===== config.mk =====
export PLATFORM = sky130hd
export DESIGN_NAME = fplw_ctrl
export DESIGN_NICKNAME = d
export VERILOG_FILES = /design/src/rtl/fplw_pkg.sv /design/src/rtl/fplw_ctrl.sv
export SDC_FILE = /design/constraint.sdc
export NUM_CORES = 1
export LEC_CHECK = 0
export ABC_AREA = 1
export BUFFER_PORTS_ARGS = -buffer_cell sky130_fd_sc_hd__buf_2
export CORE_AREA = 2 2 39 41
export DETAILED_ROUTE_END_ITERATION = 6
export DIE_AREA = 0 0 41 43
export PLACE_DENSITY = 0.43
export SETUP_SLACK_MARGIN = 0.5
export SKIP_CTS_REPAIR_TIMING = 1
export SLEW_MARGIN = 20
export SYNTH_ARGS = -nofsm -noshare
export SYNTH_HDL_FRONTEND = slang
export SYNTH_SLANG_ARGS = --single-unit

===== constraint.sdc =====
create_clock -name clk_i -period 3.5 [get_ports clk_i]
set_clock_uncertainty 0.2 [all_clocks]
set_input_delay 0.875 -clock clk_i [delete_from_list [all_inputs] [get_ports clk_i]]
set_output_delay 0.875 -clock clk_i [all_outputs]
set_load 0.1 [all_outputs]

===== src/rtl/fplw_pkg.sv =====
`timescale 1ns / 1ps
`default_nettype none

package fplw_pkg;

  // table store geometry
  localparam int TABLE_PAGES       = 8;
  localparam int ENTRIES_PER_TABLE = 512;
  localparam int IDX_W             = $clog2(ENTRIES_PER_TABLE);
  localparam int PAGE_W            = (TABLE_PAGES > 1) ? $clog2(TABLE_PAGES) : 1;
  localparam int STORE_WORDS       = TABLE_PAGES * ENTRIES_PER_TABLE;
  localparam int ADDR_W            = PAGE_W + IDX_W;

  // field widths
  localparam int WIDX_W   = 12;
  localparam int WORD_W   = 64;
  localparam int VA_W     = 64;
  localparam int PA_W     = 52;
  localparam int OFFSET_W = 12;
  localparam int ROOT_W   = 3;

  // configuration port
  localparam int APB_AW = 3;
  localparam int APB_DW = 32;
  localparam logic REG_ROOT = 1'b0;

  // command codes
  localparam logic CMD_WRITE     = 1'b0;
  localparam logic CMD_TRANSLATE = 1'b1;

  // result status codes
  localparam logic [1:0] ST_MAPPED       = 2'd0;
  localparam logic [1:0] ST_NOT_PRESENT  = 2'd1;
  localparam logic [1:0] ST_OUT_OF_RANGE = 2'd2;

  // walk levels
  localparam logic [1:0] LVL_TOP  = 2'd0;
  localparam logic [1:0] LVL_LEAF = 2'd3;

  typedef struct packed {
    logic                command;
    logic [WIDX_W-1:0]   word_index;
    logic [WORD_W-1:0]   write_data;
    logic [VA_W-1:0]     virtual_address;
  } in_item_t;

  typedef struct packed {
    logic [PA_W-1:0] physical_address;
    logic [1:0]      status;
    logic [1:0]      fault_level;
  } out_item_t;

  // controller to datapath
  typedef struct packed {
    logic write_en;
    logic start;
    logic step;
    logic load_walk;
    logic load_root;
  } ctrl_cmd_t;

  // datapath to controller
  typedef struct packed {
    logic root_oob;
    logic walk_done;
  } ctrl_stat_t;

endpackage

`default_nettype wire


===== src/rtl/fplw_ctrl.sv =====
`timescale 1ns / 1ps
`default_nettype none

module fplw_ctrl (
  input  wire                   clk_i,
  input  wire                   rst_ni,
  input  wire                   in_valid_i,
  input  wire                   in_command_i,
  output logic                  in_ready_o,
  input  wire                   out_ready_i,
  output logic                  out_valid_o,
  input  fplw_pkg::ctrl_stat_t  stat_i,
  output fplw_pkg::ctrl_cmd_t   cmd_o
);
  import fplw_pkg::*;

  typedef enum logic [1:0] {
    S_IDLE,
    S_WALK,
    S_ROOT_FLT
  } state_e;

  state_e state_q, state_d;
  logic   out_valid_q, out_valid_d;
  logic   out_free;

  assign out_free = !out_valid_q || out_ready_i;

  always_comb begin
    state_d    = state_q;
    cmd_o      = '0;
    in_ready_o = 1'b0;
    case (state_q)
      S_IDLE: begin
        in_ready_o = 1'b1;
        if (in_valid_i) begin
          if (in_command_i == CMD_WRITE) begin
            cmd_o.write_en = 1'b1;
          end else if (stat_i.root_oob) begin
            state_d = S_ROOT_FLT;
          end else begin
            cmd_o.start = 1'b1;
            state_d     = S_WALK;
          end
        end
      end
      S_WALK: begin
        if (stat_i.walk_done) begin
          if (out_free) begin
            cmd_o.load_walk = 1'b1;
            state_d         = S_IDLE;
          end
        end else begin
          cmd_o.step = 1'b1;
        end
      end
      S_ROOT_FLT: begin
        if (out_free) begin
          cmd_o.load_root = 1'b1;
          state_d         = S_IDLE;
        end
      end
      default: state_d = S_IDLE;
    endcase
  end

  always_comb begin
    if (cmd_o.load_walk || cmd_o.load_root) begin
      out_valid_d = 1'b1;
    end else if (out_ready_i) begin
      out_valid_d = 1'b0;
    end else begin
      out_valid_d = out_valid_q;
    end
  end

  always_ff @(posedge clk_i or negedge rst_ni) begin
    if (!rst_ni) begin
      state_q     <= S_IDLE;
      out_valid_q <= 1'b0;
    end else begin
      state_q     <= state_d;
      out_valid_q <= out_valid_d;
    end
  end

  assign out_valid_o = out_valid_q;

endmodule

`default_nettype wire


# Word level (Yosys, flattened, before mapping)
# Cells that the tools add are included.
# totals
reg_bits	3
latch_bits	0
ram_bits	0
mem_bits_ro	0
input_bits	7
output_inout_bits	7
mem_count	0
# classes
addsub	0
n_mul	0
n_div	0
n_lt_le_gt_ge	0
eq_ne	5
shifts	0
muxes	19
n_bitwise	0
n_reduce_logical	6
# op_table
op	count
two-way mux 2 bit	8
two-way mux 1 bit	10
inequality test 2 bit, second input constant	3
case mux 2 bit (3 select lines)	1
AND reduction 3 bit	1
== test 2 x 1 -> 1 bit, second input constant	1
== test 2 bit, second input constant	1
logical NOT 2 bit	1
logical OR 1 bit	2
nonzero test 2 bit	1
logical NOT 1 bit	1

# Logic depth before layout (Yosys ltp)
# logic_depth
depth_word	7
mapped_depth	7
depth_no_buf	7

# Worst setup path before layout
# No wires, ideal clock.
# synth_timing
path_type	reg2out
from	reg state_q[0]
to	out cmd_o[3] (netlist name)
arrival_time_ps	4385
setup_slack_ps	-1960
path_stages_with_launch	5
path_buffers	0
cell_sequence	dfrtp_1 -> inv_1 -> ha_1 -> inv_1 -> nor4_1
# synth_lines
element	line	source
start: declaration	fplw_ctrl.sv:23	state_e state_q, state_d;
start signal: assignment	fplw_ctrl.sv:82	state_q <= state_d;
end: declaration	fplw_ctrl.sv:13	output fplw_pkg::ctrl_cmd_t cmd_o

==> impl_metrics.ini <==
[worst_setup_path]
crit_fanout = 4
cp-start-kind = flip-flop
cp_data_required_time_ns = 2.42
cp-end-kind = primary output
rr_worst_depth = 6
crit_arrival_ns = 1.71
worstSetupPathType = reg2out

[clock_tree]
clock_path_buffers = 2
clkLatencyLatePin_ns = 0.23
cts_tree = built
clkTransAtPathRegs_ns = 0.04
h-tree-depth = 1
cts_root_buf = clkbuf_4
cts_sinks = 3
cts_buffers = 3

[detailed_routing]
num_vias = 271
dr.pass1.iters = 2
drc_errors = 0
ant_nets = 0
viasPerCell = 3.764
drt_iter0_drc = 1
wl_per_cell_um = 7.417
drt-total-wl_um = 534

[grt]
grt_usage = 0.07739
grt_pass1_wl_um = 917
grt_pass1_vias = 257
gr-total-overflow = 0
grt_max_degree = 5
antenna_found_initial = 0

[floorplanning]
die-height_um = 43
placementRows = 14
die_area_um2 = 1763
die_width_um = 41
ios = 14
initial_core_util = 0.2170
design.core.area_um2 = 1384

[worst_hold_path]
hold_path_class = in2async

[sta]
holdWs_ns = 0.2306
fin_setup_tns_ns = 0
post-route-period-util = 0.7970
finalHoldViolCount = 0
worstMarginPinSlew_ns = 0.4838
slew_headroom = 0.6797
worst_slack_ns = 0.7105
fin_crit_ns = 2.790
timing.fmax_mhz = 358.5
slew_viol_final = 0
finalSetupViolCount = 0
rsz0062_at_grt = no

[yosys]
async_flop_share = 1.000
synth_edf_count = 0
yosysWarnings = 0
synth_common_cells = inv_1, nand2_1, ha_1, inv_2
syn_avg_cell_area_um2 = 7.700
synth_fp_nets = 50
yosysMostFrequentCell = inv_1
synthFlopType = dfrtp_1
netlist_instances = 39
ys_seq_area_frac = 0.2500
ys_types = 14
yosys-top-cells-area = dfrtp_1, ha_1, nand2_4, inv_1, nand2_1
ys_ff_latch = 3
synth_area_um2 = 300.3
yosysTopAreaCell = dfrtp_1
synth_top_area_share = 0.2500

[place]
place_hpwl_um = 464.9
place_ws_ns = 0.7388
numPlacedInstances = 68
io_buffers = 13
gp_congestion = 0.5775

[layout]
area_growth_pct = 46.67
drive_gt1_frac = 0.5536
final_cells = 72
antenna_cells_inserted = 0
nets = 68

[status]
outcome = complete, no violations

[run]
cap_violations = 0
==> cell type report <==
cell class	count	area (um2)
flip-flops and latches	3	75.07
clock buffers	4	26.28
repair buffers	13	65.06
well taps	16	20.02
fillers	170	943.4
multi-input cells	25	212.7
inverters	11	41.29
==> sequential cells by signal, summed over array words and instances (netlist names) <==
| signal | count |
|---|---|
| state_q | 2 |
| out_valid_o | 1 |
==> through the flow <==
stage,instance area (um2),utilization
finish,440.4,0.3183
global route,440.4,0.3183
CTS,440.4,0.3183
detailed placement,414.1,0.2993
global placement,414.1,0.2993
floorplan,329.1,-
==> placed cells by master, fill, tap and decap left out <==
| cell | Yosys | layout |
|---|---|---|
| a21oi_2 | 0 | 1 |
| buf_2 | 0 | 13 |
| nand2_1 | 6 | 6 |
| inv_2 | 4 | 4 |
| nand2_2 | 2 | 2 |
| nor4_4 | 0 | 1 |
| nand3_1 | 2 | 2 |
| ha_2 | 0 | 1 |
| clkbuf_4 | 0 | 3 |
| clkbuf_1 | 0 | 1 |
| nor2_1 | 2 | 1 |
| ha_1 | 4 | 3 |
| nor2_4 | 1 | 2 |
| dfrtp_1 | 3 | 3 |
| nand2_4 | 3 | 3 |
| nand3_2 | 1 | 1 |
| inv_1 | 7 | 7 |
| o21bai_1 | 2 | 2 |
==> critical path: stages, from the launching register on <==
cell and delay (ns):
dfrtp_1 0.37, inv_1 0.12, ha_2 0.21, inv_1 0.08, nor4_4 0.25, buf_2 0.46
==> logic make-up after synthesis <==
kind of cell    synth area share
compound gates           0.06664
fa+ha+maj                 0.1667
buf+inv                   0.1375
flops                     0.2500
simple gates              0.3792
==> final timing paths <==
| check | to | from | slack, ns |
|---|---|---|---|
| worst max-delay path | cmd_o[3] | state_q[0] | 0.71 |
| worst min register to register | out_valid_o | out_valid_o | 0.42 |
| min in group clk_i | out_valid_o | out_valid_o | 0.42 |
| worst max register to register | state_q[0] | state_q[0] | 2.08 |
| worst min-delay path | state_q[1] | rst_ni | 0.23 |
| max in group asynchronous | state_q[0] | rst_ni | 2.76 |
==> routing by layer <==
metal / global-route usage / vias up / share of wire
met4: 0.06000 / 0 / 0
met5: 0 / - / 0
met2: 0.1156 / 3 / 0.57
met1: 0.09032 / 117 / 0.39
li1: - / 151 / -
met3: 0.01571 / 0 / 0.034
Power is not shown: default switching activity piles up to over one toggle a cycle in this logic, so the estimate is an artifact.
